$ cat config.mk
export PLATFORM = sky130hd
export DESIGN_NAME = three_level_queue_scheduler_top
export DESIGN_NICKNAME = d
export VERILOG_FILES = /design/src/design/tlqs_pkg.sv /design/src/design/tlqs_datapath.sv /design/src/design/tlqs_ctrl.sv /design/src/design/three_level_queue_scheduler_top.sv
export SDC_FILE = /design/constraint.sdc
export NUM_CORES = 2
export LEC_CHECK = 0
export BUFFER_PORTS_ARGS = -buffer_cell sky130_fd_sc_hd__buf_2
export CAP_MARGIN = 40
export CELL_PAD_IN_SITES_DETAIL_PLACEMENT = 0
export CELL_PAD_IN_SITES_GLOBAL_PLACEMENT = 1
export CORE_MARGIN = 5
export CORE_UTILIZATION = 42
export DETAILED_ROUTE_END_ITERATION = 7
export PLACE_DENSITY_LB_ADDON = 0.1
export SLEW_MARGIN = 0
export SYNTH_ARGS = -nofsm -noshare
export SYNTH_HDL_FRONTEND = slang
export SYNTH_HIERARCHICAL = 1
export SYNTH_SLANG_ARGS = --single-unit
$ cat constraint.sdc
create_clock -name clk -period 10.25 [get_ports clk]
set_clock_uncertainty 0.2 [all_clocks]
set_input_delay 2.05 -clock clk [delete_from_list [all_inputs] [get_ports clk]]
set_output_delay 2.05 -clock clk [all_outputs]
set_load 0.01 [all_outputs]
$ cat src/design/tlqs_pkg.sv
// ----------------------------------------------------------------------------
// tlqs_pkg
// Shared types and constants for the three-level queue scheduler.
// ----------------------------------------------------------------------------
package tlqs_pkg;

    localparam int MAX_TASKS = 64;
    localparam int TW        = $clog2(MAX_TASKS);
    localparam int LW        = TW + 1;
    localparam int NQUEUES   = 3;

    localparam logic [1:0] REQ_ADD   = 2'd0;
    localparam logic [1:0] REQ_SET   = 2'd1;
    localparam logic [1:0] REQ_YIELD = 2'd2;

    localparam logic [1:0] ST_OK      = 2'd0;
    localparam logic [1:0] ST_NONE    = 2'd1;
    localparam logic [1:0] ST_REJECT  = 2'd2;

    localparam logic [LW-1:0] EMPTY_MARK = LW'(MAX_TASKS);

    typedef struct packed {
        logic [1:0] req_type;
        logic [5:0] task_id;
        logic [1:0] queue_index;
        logic [7:0] priority_req;
        logic       runnable;
    } tlqs_in_t;

    typedef struct packed {
        logic [5:0] run_task;
        logic       run_valid;
        logic [1:0] status;
    } tlqs_out_t;

    // Datapath micro-operations issued by the controller.
    typedef enum logic [3:0] {
        OP_NONE,
        OP_LATCH,      // capture the request
        OP_ADD_PRI,    // write priority of the request task
        OP_APP_CUR,    // choose current task for append/unlink
        OP_APP_REQ,    // choose request task for append
        OP_UNLINK,     // unlink the selected task
        OP_APPEND,     // append the selected task
        OP_SCAN_INIT,  // load walk pointer from head of scan queue
        OP_SCAN_STEP,  // advance walk pointer
        OP_SCAN_NEXTQ, // rotate scan queue
        OP_FOUND,      // commit chosen task
        OP_KEEP,       // current task keeps running
        OP_NONE_FOUND, // nothing runnable
        OP_SET_RUN,    // write runnable flag
        OP_REJECT      // add of a task that is already queued
    } tlqs_op_t;

    typedef struct packed {
        tlqs_op_t op;
    } tlqs_cmd_t;

    typedef struct packed {
        logic keep;        // current task keeps running
        logic cur_expired; // current task must be requeued
        logic cur_queued;
        logic req_queued;
        logic walk_end;    // walk pointer hit end or step limit
        logic walk_hit;    // walk pointer on a runnable task with nonzero priority
    } tlqs_stat_t;

    function automatic logic [1:0] tt_lookup(input logic [1:0] q, input logic odd);
        logic [1:0] r;
        r = 2'd0;
        unique case (q)
            2'd0:    r = odd ? 2'd1 : 2'd2;
            2'd1:    r = odd ? 2'd2 : 2'd0;
            default: r = odd ? 2'd0 : 2'd1;
        endcase
        return r;
    endfunction

endpackage

$ cat src/design/tlqs_datapath.sv
// ----------------------------------------------------------------------------
// tlqs_datapath
// Task tables, queue links and scan pointer of the scheduler.
// ----------------------------------------------------------------------------
module tlqs_datapath
    import tlqs_pkg::*;
(
    input  logic       clk,
    input  logic       rst_n,
    input  tlqs_in_t   req,
    input  tlqs_cmd_t  cmd,
    output tlqs_stat_t stat,
    output tlqs_out_t  res
);

    tlqs_in_t           req_reg;
    logic [LW-1:0]      next_link [MAX_TASKS];
    logic [LW-1:0]      prev_link [MAX_TASKS];
    logic [1:0]         home_q    [MAX_TASKS];
    logic [7:0]         pri_mem   [MAX_TASKS];
    logic [MAX_TASKS-1:0] queued_reg, runnable_reg;
    logic [LW-1:0]      head_reg [NQUEUES];
    logic [LW-1:0]      tail_reg [NQUEUES];
    logic [9:0]         slices_reg;
    logic [1:0]         scan_q_reg;
    logic [TW-1:0]      cur_reg;
    logic [7:0]         cur_pri_reg;
    logic               has_cur_reg;
    logic [TW-1:0]      sel_reg;
    logic [1:0]         app_q_reg;
    logic [LW-1:0]      walk_reg;
    logic [LW-1:0]      steps_reg;
    tlqs_out_t          res_reg;

    // Registered read data of the link and priority tables.
    logic [LW-1:0]      nl_rd_reg;
    logic [7:0]         pri_rd_reg;
    logic [LW-1:0]      p_rd_reg;
    logic [LW-1:0]      n_rd_reg;
    logic [1:0]         hq_rd_reg;

    logic [TW-1:0] wt;
    logic [1:0]    qsel, hq, dst;
    logic [LW-1:0] tl;
    logic [9:0]    prod;

    assign wt   = walk_reg[TW-1:0];
    assign qsel = (req_reg.queue_index == 2'd3) ? 2'd2 : req_reg.queue_index;
    assign hq   = (hq_rd_reg == 2'd3) ? 2'd2 : hq_rd_reg;
    assign dst  = (cmd.op == OP_APP_REQ) ? qsel : tt_lookup(scan_q_reg, cur_pri_reg[0]);

    always_comb
    begin
        unique case (scan_q_reg)
            2'd0:    prod = 10'(pri_rd_reg);
            2'd1:    prod = {1'b0, pri_rd_reg, 1'b0};
            default: prod = {pri_rd_reg, 2'b00};
        endcase
    end

    assign tl = tail_reg[app_q_reg];

    assign stat.keep        = has_cur_reg && (slices_reg != 10'd0) && runnable_reg[cur_reg];
    assign stat.cur_expired = has_cur_reg && (slices_reg == 10'd0);
    assign stat.cur_queued  = queued_reg[cur_reg];
    assign stat.req_queued  = queued_reg[req_reg.task_id];
    assign stat.walk_end    = (walk_reg == EMPTY_MARK) || (steps_reg == LW'(MAX_TASKS));
    assign stat.walk_hit    = runnable_reg[wt] && (pri_rd_reg != 8'd0);
    assign res = res_reg;

    // Table storage: one read address per table per cycle, data registered.
    // The walk reads the entry that the walk pointer moves to next.
    always_ff @(posedge clk)
    begin
        unique case (cmd.op)
            OP_ADD_PRI: pri_mem[req_reg.task_id] <= req_reg.priority_req;
            OP_APP_CUR:
            begin
                p_rd_reg  <= prev_link[cur_reg];
                n_rd_reg  <= next_link[cur_reg];
                hq_rd_reg <= home_q[cur_reg];
            end
            OP_UNLINK:
            begin
                if (p_rd_reg != EMPTY_MARK) next_link[p_rd_reg[TW-1:0]] <= n_rd_reg;
                if (n_rd_reg != EMPTY_MARK) prev_link[n_rd_reg[TW-1:0]] <= p_rd_reg;
            end
            OP_APPEND:
            begin
                next_link[sel_reg] <= EMPTY_MARK;
                prev_link[sel_reg] <= tl;
                if (tl != EMPTY_MARK) next_link[tl[TW-1:0]] <= {1'b0, sel_reg};
                home_q[sel_reg] <= app_q_reg;
            end
            OP_SCAN_INIT:
            begin
                nl_rd_reg  <= next_link[head_reg[scan_q_reg][TW-1:0]];
                pri_rd_reg <= pri_mem[head_reg[scan_q_reg][TW-1:0]];
            end
            OP_SCAN_STEP:
            begin
                nl_rd_reg  <= next_link[nl_rd_reg[TW-1:0]];
                pri_rd_reg <= pri_mem[nl_rd_reg[TW-1:0]];
            end
            default: ;
        endcase
    end

    always_ff @(posedge clk or negedge rst_n)
    begin
        if (!rst_n)
        begin
            req_reg      <= '0;
            queued_reg   <= '0;
            runnable_reg <= '0;
            for (int i = 0; i < NQUEUES; i++)
            begin
                head_reg[i] <= EMPTY_MARK;
                tail_reg[i] <= EMPTY_MARK;
            end
            slices_reg  <= '0;
            scan_q_reg  <= '0;
            cur_reg     <= '0;
            cur_pri_reg <= '0;
            has_cur_reg <= 1'b0;
            sel_reg     <= '0;
            app_q_reg   <= '0;
            walk_reg    <= EMPTY_MARK;
            steps_reg   <= '0;
            res_reg     <= '0;
        end
        else
        begin
            unique case (cmd.op)
                OP_LATCH:
                begin
                    req_reg <= req;
                    res_reg <= '0;
                end
                OP_SET_RUN: runnable_reg[req_reg.task_id] <= req_reg.runnable;
                OP_APP_CUR:
                begin
                    sel_reg   <= cur_reg;
                    app_q_reg <= dst;
                end
                OP_APP_REQ:
                begin
                    sel_reg   <= req_reg.task_id;
                    app_q_reg <= dst;
                end
                OP_UNLINK:
                begin
                    if (p_rd_reg == EMPTY_MARK) head_reg[hq] <= n_rd_reg;
                    if (n_rd_reg == EMPTY_MARK) tail_reg[hq] <= p_rd_reg;
                    queued_reg[sel_reg] <= 1'b0;
                end
                OP_APPEND:
                begin
                    if (tl == EMPTY_MARK) head_reg[app_q_reg] <= {1'b0, sel_reg};
                    tail_reg[app_q_reg] <= {1'b0, sel_reg};
                    queued_reg[sel_reg] <= 1'b1;
                    if (req_reg.req_type == REQ_ADD) res_reg.status <= ST_OK;
                end
                OP_SCAN_INIT:
                begin
                    walk_reg  <= head_reg[scan_q_reg];
                    steps_reg <= '0;
                end
                OP_SCAN_STEP:
                begin
                    walk_reg  <= nl_rd_reg;
                    steps_reg <= steps_reg + 1'b1;
                end
                OP_SCAN_NEXTQ:
                begin
                    scan_q_reg <= (scan_q_reg == 2'd2) ? 2'd0 : scan_q_reg + 2'd1;
                end
                OP_FOUND:
                begin
                    slices_reg  <= prod - 10'd1;
                    cur_reg     <= wt;
                    cur_pri_reg <= pri_rd_reg;
                    has_cur_reg <= 1'b1;
                    res_reg     <= '{run_task: wt, run_valid: 1'b1, status: ST_OK};
                end
                OP_KEEP:
                begin
                    slices_reg <= slices_reg - 10'd1;
                    res_reg    <= '{run_task: cur_reg, run_valid: 1'b1, status: ST_OK};
                end
                OP_NONE_FOUND:
                begin
                    has_cur_reg <= 1'b0;
                    res_reg     <= '{run_task: '0, run_valid: 1'b0, status: ST_NONE};
                end
                OP_REJECT: res_reg.status <= ST_REJECT;
                default: ;
            endcase
        end
    end

`ifndef SYNTHESIS
    a_keep_dec: assert property (@(posedge clk) disable iff (!rst_n)
        cmd.op == OP_KEEP |=> slices_reg == $past(slices_reg) - 10'd1)
        else $error("slice count not decremented");
    a_found_valid: assert property (@(posedge clk) disable iff (!rst_n)
        cmd.op == OP_FOUND |=> res_reg.run_valid && has_cur_reg)
        else $error("chosen task not marked");
    a_none: assert property (@(posedge clk) disable iff (!rst_n)
        cmd.op == OP_NONE_FOUND |=> !has_cur_reg && res_reg.status == ST_NONE)
        else $error("empty scan not reported");
`endif

endmodule

$ cat src/design/tlqs_ctrl.sv
// ----------------------------------------------------------------------------
// tlqs_ctrl
// Sequencer for add, set-runnable and yield transactions.
// ----------------------------------------------------------------------------
module tlqs_ctrl
    import tlqs_pkg::*;
(
    input  logic       clk,
    input  logic       rst_n,
    input  logic       in_valid,
    output logic       in_stall,
    input  tlqs_in_t   req,
    input  tlqs_stat_t stat,
    output tlqs_cmd_t  cmd,
    output logic       out_valid,
    input  logic       out_stall
);

    typedef enum logic [3:0] {
        S_IDLE, S_DECODE, S_ADD_SEL, S_APPEND, S_Y_UNLINK, S_Y_APPEND,
        S_SCAN_INIT, S_SCAN, S_NEXTQ, S_OUT
    } state_t;

    state_t     state_reg;
    logic       out_valid_reg;
    logic [1:0] qcnt_reg;
    // The datapath holds the latched request; the controller keeps its type.
    logic [1:0] req_type_reg;

    assign in_stall  = (state_reg != S_IDLE);
    assign out_valid = out_valid_reg;

    always_comb
    begin
        cmd.op = OP_NONE;
        unique case (state_reg)
            S_IDLE:     if (in_valid) cmd.op = OP_LATCH;
            S_DECODE:
            begin
                unique case (req_type_reg)
                    REQ_ADD:   cmd.op = stat.req_queued ? OP_REJECT : OP_ADD_PRI;
                    REQ_SET:   cmd.op = OP_SET_RUN;
                    REQ_YIELD: cmd.op = stat.keep ? OP_KEEP :
                                        (stat.cur_expired ? OP_APP_CUR : OP_SCAN_INIT);
                    default:   cmd.op = OP_NONE;
                endcase
            end
            S_ADD_SEL:  cmd.op = OP_APP_REQ;
            S_APPEND:   cmd.op = OP_APPEND;
            S_Y_UNLINK: cmd.op = stat.cur_queued ? OP_UNLINK : OP_NONE;
            S_Y_APPEND: cmd.op = OP_APPEND;
            S_SCAN_INIT: cmd.op = OP_SCAN_INIT;
            S_SCAN:
            begin
                if (stat.walk_end)      cmd.op = (qcnt_reg == 2'd2) ? OP_NONE_FOUND : OP_SCAN_NEXTQ;
                else if (stat.walk_hit) cmd.op = OP_FOUND;
                else                    cmd.op = OP_SCAN_STEP;
            end
            S_NEXTQ:    cmd.op = OP_SCAN_INIT;
            default:    cmd.op = OP_NONE;
        endcase
    end

    always_ff @(posedge clk or negedge rst_n)
    begin
        if (!rst_n)
        begin
            state_reg     <= S_IDLE;
            out_valid_reg <= 1'b0;
            qcnt_reg      <= '0;
            req_type_reg  <= '0;
        end
        else
        begin
            unique case (state_reg)
                S_IDLE:
                begin
                    if (in_valid)
                    begin
                        req_type_reg <= req.req_type;
                        state_reg    <= S_DECODE;
                    end
                end
                S_DECODE:
                begin
                    qcnt_reg <= '0;
                    priority case (1'b1)
                        req_type_reg == REQ_ADD && !stat.req_queued: state_reg <= S_ADD_SEL;
                        req_type_reg == REQ_YIELD && !stat.keep && stat.cur_expired:
                            state_reg <= S_Y_UNLINK;
                        req_type_reg == REQ_YIELD && !stat.keep: state_reg <= S_SCAN;
                        default: state_reg <= S_OUT;
                    endcase
                end
                S_ADD_SEL:  state_reg <= S_APPEND;
                S_APPEND:   state_reg <= S_OUT;
                S_Y_UNLINK: state_reg <= S_Y_APPEND;
                S_Y_APPEND: state_reg <= S_SCAN_INIT;
                S_SCAN_INIT: state_reg <= S_SCAN;
                S_SCAN:
                begin
                    if (stat.walk_end)
                    begin
                        if (qcnt_reg == 2'd2) state_reg <= S_OUT;
                        else
                        begin
                            qcnt_reg  <= qcnt_reg + 2'd1;
                            state_reg <= S_NEXTQ;
                        end
                    end
                    else if (stat.walk_hit) state_reg <= S_OUT;
                end
                S_NEXTQ:    state_reg <= S_SCAN;
                S_OUT:
                begin
                    if (!out_valid_reg) out_valid_reg <= 1'b1;
                    else if (!out_stall)
                    begin
                        out_valid_reg <= 1'b0;
                        state_reg     <= S_IDLE;
                    end
                end
                default:    state_reg <= S_IDLE;
            endcase
        end
    end

`ifndef SYNTHESIS
    a_no_accept_busy: assert property (@(posedge clk) disable iff (!rst_n)
        state_reg != S_IDLE |-> in_stall)
        else $error("input taken while busy");
    a_out_only_end: assert property (@(posedge clk) disable iff (!rst_n)
        out_valid_reg |-> state_reg == S_OUT)
        else $error("result shown outside output state");
    a_scan_bound: assert property (@(posedge clk) disable iff (!rst_n)
        state_reg == S_NEXTQ |-> qcnt_reg != 2'd0)
        else $error("queue rotation count wrong");
`endif

endmodule

$ cat src/design/three_level_queue_scheduler_top.sv
// ----------------------------------------------------------------------------
// three_level_queue_scheduler_top
// Three-queue feedback scheduler with linked task queues.
// ----------------------------------------------------------------------------
//  channel | signals                        | payload
//  input   | in_valid, in_stall             | in_data  (tlqs_in_t)
//  output  | out_valid, out_stall           | out_data (tlqs_out_t)
//
// One transaction is taken at a time. A set, a kept yield and a rejected add
// go from decode straight to the output state; an add first selects and
// appends the task. A yield that does not keep the current task requeues it if
// its slices have run out, then walks the queues, reading one link per cycle.
// The next input can be taken in the cycle after the result is accepted. Reset
// clears queues, flags and the current task with no clearing pass. The result
// is held until out_stall is low; the input stays stalled until then.
// ----------------------------------------------------------------------------
module three_level_queue_scheduler_top
    import tlqs_pkg::*;
(
    input  logic      clk,
    input  logic      rst_n,
    input  logic      in_valid,
    output logic      in_stall,
    input  tlqs_in_t  in_data,
    output logic      out_valid,
    input  logic      out_stall,
    output tlqs_out_t out_data
);

    tlqs_cmd_t  cmd;
    tlqs_stat_t stat;

    // The controller keeps the request type; the datapath keeps the request.
    tlqs_ctrl u_ctrl (
        .clk(clk), .rst_n(rst_n), .in_valid(in_valid), .in_stall(in_stall),
        .req(in_data), .stat(stat), .cmd(cmd),
        .out_valid(out_valid), .out_stall(out_stall)
    );

    tlqs_datapath u_dp (
        .clk(clk), .rst_n(rst_n), .req(in_data), .cmd(cmd),
        .stat(stat), .res(out_data)
    );

endmodule
Yosys cells after proc, flatten, opt, wreduce, memory -nomap -nowiden
Memories as Yosys holds them, arrays and structs flattened. A register that Yosys moved wholly into a read port is not among the register bits.
Index checks and enable logic that the tools add are counted.
W data, S select, Z words.
Operators by class
  add/sub/neg operators: 5
  bitwise logic cells: 6
  mux-type cells: 98
  equality and inequality tests: 48
  $lt $le $gt $ge: 11
  reduce and logical (&&, ||, !) cells: 43
Operators with widths (number)
  $pmux W64 S2: 1
  $bwmux W21: 4
  $pmux W21 S2: 2
  $and A64 B64 Y64: 1
  $bwmux W64: 1
  $not A64 Y64: 1
  $or A64 B64 Y64: 1
  $mux W21: 3
  $mux W7: 8
  $mux W4: 11
  $pmux W7 S2: 3
  $pmux W10 S2: 2
  $eq A4 B4 Y1 const B: 9
  $pmux W4 S9: 1
  $eq A7 B7 Y1 const B: 5
  $eq A4 B3 Y1 const B: 8
  $bmux W7 S2: 2
  $demux W7 S2: 2
  $lt A6 B7 Y1 const B: 4
  $pmux W4 S7: 1
  $mux W1: 26
  $bmux W1 S6: 4
  $mux W6: 4
  $ne A7 B7 Y1 const B: 3
  other kinds (41): 104
Word-level totals
  bits in writable memories: 1536
  output and inout bits: 11
  input port bits: 23
  word-level logic and storage cells: 246
  bits in registers: 264
  memories kept: 4
Memory list
  u_dp.pri_mem: depth 64, bits a word 8, read ports 2, clocked after memory_dff 1, wr ports 1, RTL line tlqs_datapath.sv:20  | logic [7:0] pri_mem [MAX_TASKS];
  u_dp.next_link: depth 64, bits a word 7, read ports 3, clocked after memory_dff 2, wr ports 2, RTL line tlqs_datapath.sv:17  | logic [LW-1:0] next_link [MAX_TASKS];
  u_dp.prev_link: depth 64, bits a word 7, read ports 1, clocked after memory_dff 1, wr ports 1, RTL line tlqs_datapath.sv:18  | logic [LW-1:0] prev_link [MAX_TASKS];
  u_dp.home_q: depth 64, bits a word 2, read ports 1, clocked after memory_dff 1, wr ports 1, RTL line tlqs_datapath.sv:19  | logic [1:0] home_q [MAX_TASKS];

Longest topological paths before layout
  depth in word-level cells: 11
  depth in mapped cells: 22
  gate-level depth less buffers: 18

Hierarchy
Netlist, hierarchy kept.
Modules (own cells, without submodules)
  tlqs_datapath: times used 1, cells each 6998, seq. area each 52549.1 um^2, area each 91650.4 um^2
  tlqs_ctrl: times used 1, cells each 93, seq. area each 225.2 um^2, area each 757.0 um^2

Least setup slack after synthesis
No wires, ideal clock.
  path type: reg2reg
  start: reg u_dp.cur_reg[1]
  end: mem u_dp/prev_link[0][0] (netlist name) (data pin)
  required time: 9.348 ns
  setup time: 0.702 ns
  arrival time: 6.325 ns
  path buffers: 6
  cell stages (with the launch flop): 16
  clock period less this slack: 7.227 ns
  setup slack: 3.023 ns
  cell sequence: dfrtp_1 clkbuf_1 buf_1 clkbuf_1 mux4_2 mux4_2 mux4_2 nor2_1 o22ai_1 nand2b_1 nand3_1 nand4bb_1 clkbuf_1 clkbuf_1 clkbuf_1 o21ai_0
RTL lines
  start: declaration: RTL line tlqs_datapath.sv:26  | logic [TW-1:0] cur_reg;
  start signal: assignment: RTL line tlqs_datapath.sv:181  | cur_reg <= wt;
  end: declaration: RTL line tlqs_datapath.sv:18

==> out/results.tsv <==
metric	value	unit
startpoint types	flip-flop	
Fillers	19197	
sequential-to-total area share from yosys stat	57.1	%
top flop regs	u_dp/pri_mem x512, u_dp/next_link x448, u_dp/prev_link x448	
gr ovfl total	0	
pre-CTS WS	3050	ps
R2R depth	16	
RSZ-0062 raised after global routing	no	
maximum vdd drop	0.288	mV
Worst-path clk slew	60	ps
Worst Path Required	10540	ps
slowest stage delay, CP	910	ps
slew margin rel.	29.1	%
async set or reset register ratio after synthesis	13.7	%
TritonCTS clock tree	done	
worst path cell trace	buf_12, mux4_2, mux4_2, mux4_2, nor2_1, o22ai_1, nand2b_1, nand3_1, and4bb_4, nand2_1, a21boi_2, or2_0, nor2_1, buf_4, nand2_1, o21ai_0	
Slowest-stage cell, CP	and4bb_4	
number of port buffers	33	
row count	172	
Die Span Y	479	um
Synth area leaders	edfxtp_1, mux4_2, dfrtp_1, nand2_1, mux2i_1	
Routed Antenna Nets	0	
Post-Syn Area per Cell	13.0	um2
overall via count from detail_route	65928	
largest net degree at the start of global routing	167	
Net Count, Synth	7122	
CTS Buf Count	199	
min Tclk post-route	7260	ps
Tcrit/Tclk final	70.8	%
most numerous cell in the Yosys netlist	edfxtp_1	
final net count	7031	
gpl congestion	0.961	
Sequential cell area	52800	um2
Die ar.	229000	um2
initial core utilization	42.1	%
internal power	16.9	mW
die width	479	um
H-tree Lvls	4	
register bit total from synthesis	1822	
critical path class	reg -> reg	
DRT iter0 DRCs	8620	
MaxCap Viol Count	0	
status	complete, no violations	
Post-Route WL	345000	um
# hold bufs at CTS	0	
CP max FO	40	
WL per Instance	34.3	um
Worst path depth	16	
sequential fraction of design power	36.7	%
initial antenna violation count	9	
Post-CTS Setup Inserts	0	
Slew @ Worst Pin	1060	ps
Largest Register	u_dp/pri_mem	
Final Setup Violations	0	
Final Worst Setup Slack	2990	ps
min-delay worst type	reg -> reg	
Yosys warnings	6	
Worst R2R End	u_dp/next_link[34][5]$_DFFE_PP_	
multi-input logic area	37300	um2
post_cts resized	0	
global-route usage over all layers	29.4	%
WP buf/inv	2	
Worst path top cell family by delay	simple AND/OR/NAND/NOR gates	
Via density	6.56	
Final Hold Fails	0	
Critical Path Most Common Cell	mux4_2	
Post-synth top cells	edfxtp_1, nand2_1, mux4_2	
first-pass GRT wire length	486000	um
Main synth FF type	edfxtp_1	
fmax	138	MHz
post-route setup TNS	0	ps
detailed-route DRC error count	0	
I/O Pins	34	
worst hold margin	283	ps
Clk pwr share	26.5	%
clk buf depth	3	
Core Area	219000	um2
worst reg-to-reg setup slack	2990	ps
Synth cell types	95	
Initial DRT Pass Iterations	8	
Max Slew Vio Count	0	
largest area contributor in the netlist	edfxtp_1	
CP endpoint	u_dp/next_link[34][5]$_DFFE_PP_	
worst endpoint data arrival time	7550	ps
vias in the first global route	63366	
clock sinks	1822	
switching power	11.4	mW
Switching Share	40.3	%
number of enable flip-flop cells after synthesis	1503	
CP Launch Point	u_dp/cur_reg[0]$_DFFE_PN0P_	
Post-Syn Area	92400	um2
Area growth, synth to finish	11.8	%
Clock Latency Late Sink	870	ps
final core occ	47.1	%
Root Driver	clkbuf_16	
post-DP HPWL	227000	um
Critical Path End Type	flip-flop	
Critical R2R Launch	u_dp/cur_reg[0]$_DFFE_PN0P_	
top-area cell type share of the netlist area	48.8	%
Static Leak	34.7	nW
Pwr Density	274	nW/um2
combinational power share	36.8	%
layout cells sized above 1	19.7	%
Largest register FFs	512	
Post-Synthesis Cells	7091	
Power Total	28.3	mW
==> how the worst min path moves through the flow <==
stage	start	endpoint	slack, ps	depth (start not counted)
5_1_grt	u_dp/res[6]$_DFFE_PN0P_	u_dp/res[6]$_DFFE_PN0P_	300	2
2_1_floorplan	u_dp/nl_rd_reg[6]$_DFFE_PN_	u_dp/walk_reg[6]$_DFFE_PN1N_	230	2
6_report	u_dp/head_reg[6]$_DFFE_PN1P_	u_dp/head_reg[6]$_DFFE_PN1P_	280	2
3_5_place_dp	u_dp/res[4]$_DFFE_PN0P_	u_dp/res[4]$_DFFE_PN0P_	270	2
3_3_place_gp	u_dp/res[4]$_DFFE_PN0P_	u_dp/res[4]$_DFFE_PN0P_	270	2
4_1_cts	u_dp/head_reg[13]$_DFFE_PN1P_	u_dp/head_reg[13]$_DFFE_PN1P_	290	1
==> power by group through the flow <==
stage | Sequential, mW | Combinational, mW | Clock, mW
after floorplan | 10.1 | 5.87 | 0
after global placement | 10.5 | 9.95 | 0
after detailed placement | 10.5 | 10.2 | 0
after CTS | 10.3 | 10.2 | 7.63
after global routing | 10.4 | 10.7 | 7.95
final | 10.4 | 10.4 | 7.49
==> cells in the final DEF, fill, tap and decap left out, drive strengths merged, types with 22 or more instances in the layout <==
| cell | netlist | routed |
|---|---|---|
| edfxtp | 1503 | 1503 |
| and2 | 31 | 31 |
| a31oi | 32 | 32 |
| dfrtp | 242 | 242 |
| mux2i | 369 | 369 |
| nor3 | 82 | 82 |
| a21oi | 249 | 249 |
| dfxtp | 70 | 70 |
| mux4 | 607 | 607 |
| buf | 248 | 274 |
| nand4 | 28 | 28 |
| nand2 | 1108 | 1108 |
| o22ai | 78 | 78 |
| a22oi | 70 | 70 |
| clkinv | 1 | 87 |
| nand3 | 298 | 298 |
| a221oi | 46 | 46 |
| nor2b | 22 | 22 |
| nand2b | 30 | 30 |
| o21ai | 438 | 438 |
| bufinv | 0 | 24 |
| a211oi | 47 | 47 |
| nor2 | 553 | 553 |
| clkbuf | 318 | 250 |
| and3 | 29 | 29 |
| o221ai | 32 | 32 |
| mux2 | 117 | 117 |
| a22o | 219 | 219 |
| inv | 23 | 24 |
==> through the flow <==
stage | instances | area [um2]
2_1_floorplan | 7091 | 92400
3_3_place_gp | 9576 | 95200
3_5_place_dp | 9665 | 96400
4_1_cts | 10041 | 103000
5_1_grt | 10047 | 103000
6_report | 10055 | 103000
==> routing by layer <==
metal / wire length (um) / GRT usage [%] / vias to the layer above
met4: 16600 / 12.2 / 4
met3: 28800 / 5.70 / 719
li1: - / - / 27342
met2: 158000 / 45.4 / 3478
met5: 35 / 0 / -
met1: 142000 / 40.9 / 34385
==> worst reg2reg max path, stage by stage (launching register included) <==
cell and delay (ps):
dfrtp_4 660, buf_12 290, mux4_2 560, mux4_2 520, mux4_2 500, nor2_1 110, o22ai_1 100, nand2b_1 120
nand3_1 470, and4bb_4 910, nand2_1 390, a21boi_2 290, or2_0 430, nor2_1 330, buf_4 360, nand2_1 260
o21ai_0 410
==> cell type report <==
cell class              count  area share (%)
diodes                      9          0.0218
clock buffers             250            5.15
clock inverters           126            1.51
inverters                  24          0.0872
multi-input cells        4679            36.1
flip-flops and latches   1822            51.2
well taps                2871            3.48
repair buffers            274            2.51
==> cell families (layout without fill, tap and decap cells) <==
logic type	after synthesis	count (layout)	synth area share [%]
AO/OA/AOI/OAI	1316	1316	9.27
XOR/XNOR	5	5	0.0474
adder cells (fa/ha/maj)	8	8	0.108
buffers and inverters	590	674	2.80
flip-flops	1822	1822	57.1
multiplexers	1093	1093	20.2
other	0	9	0
AND/OR/NAND/NOR	2257	2257	10.4
(Power assumes the default switching activity.)
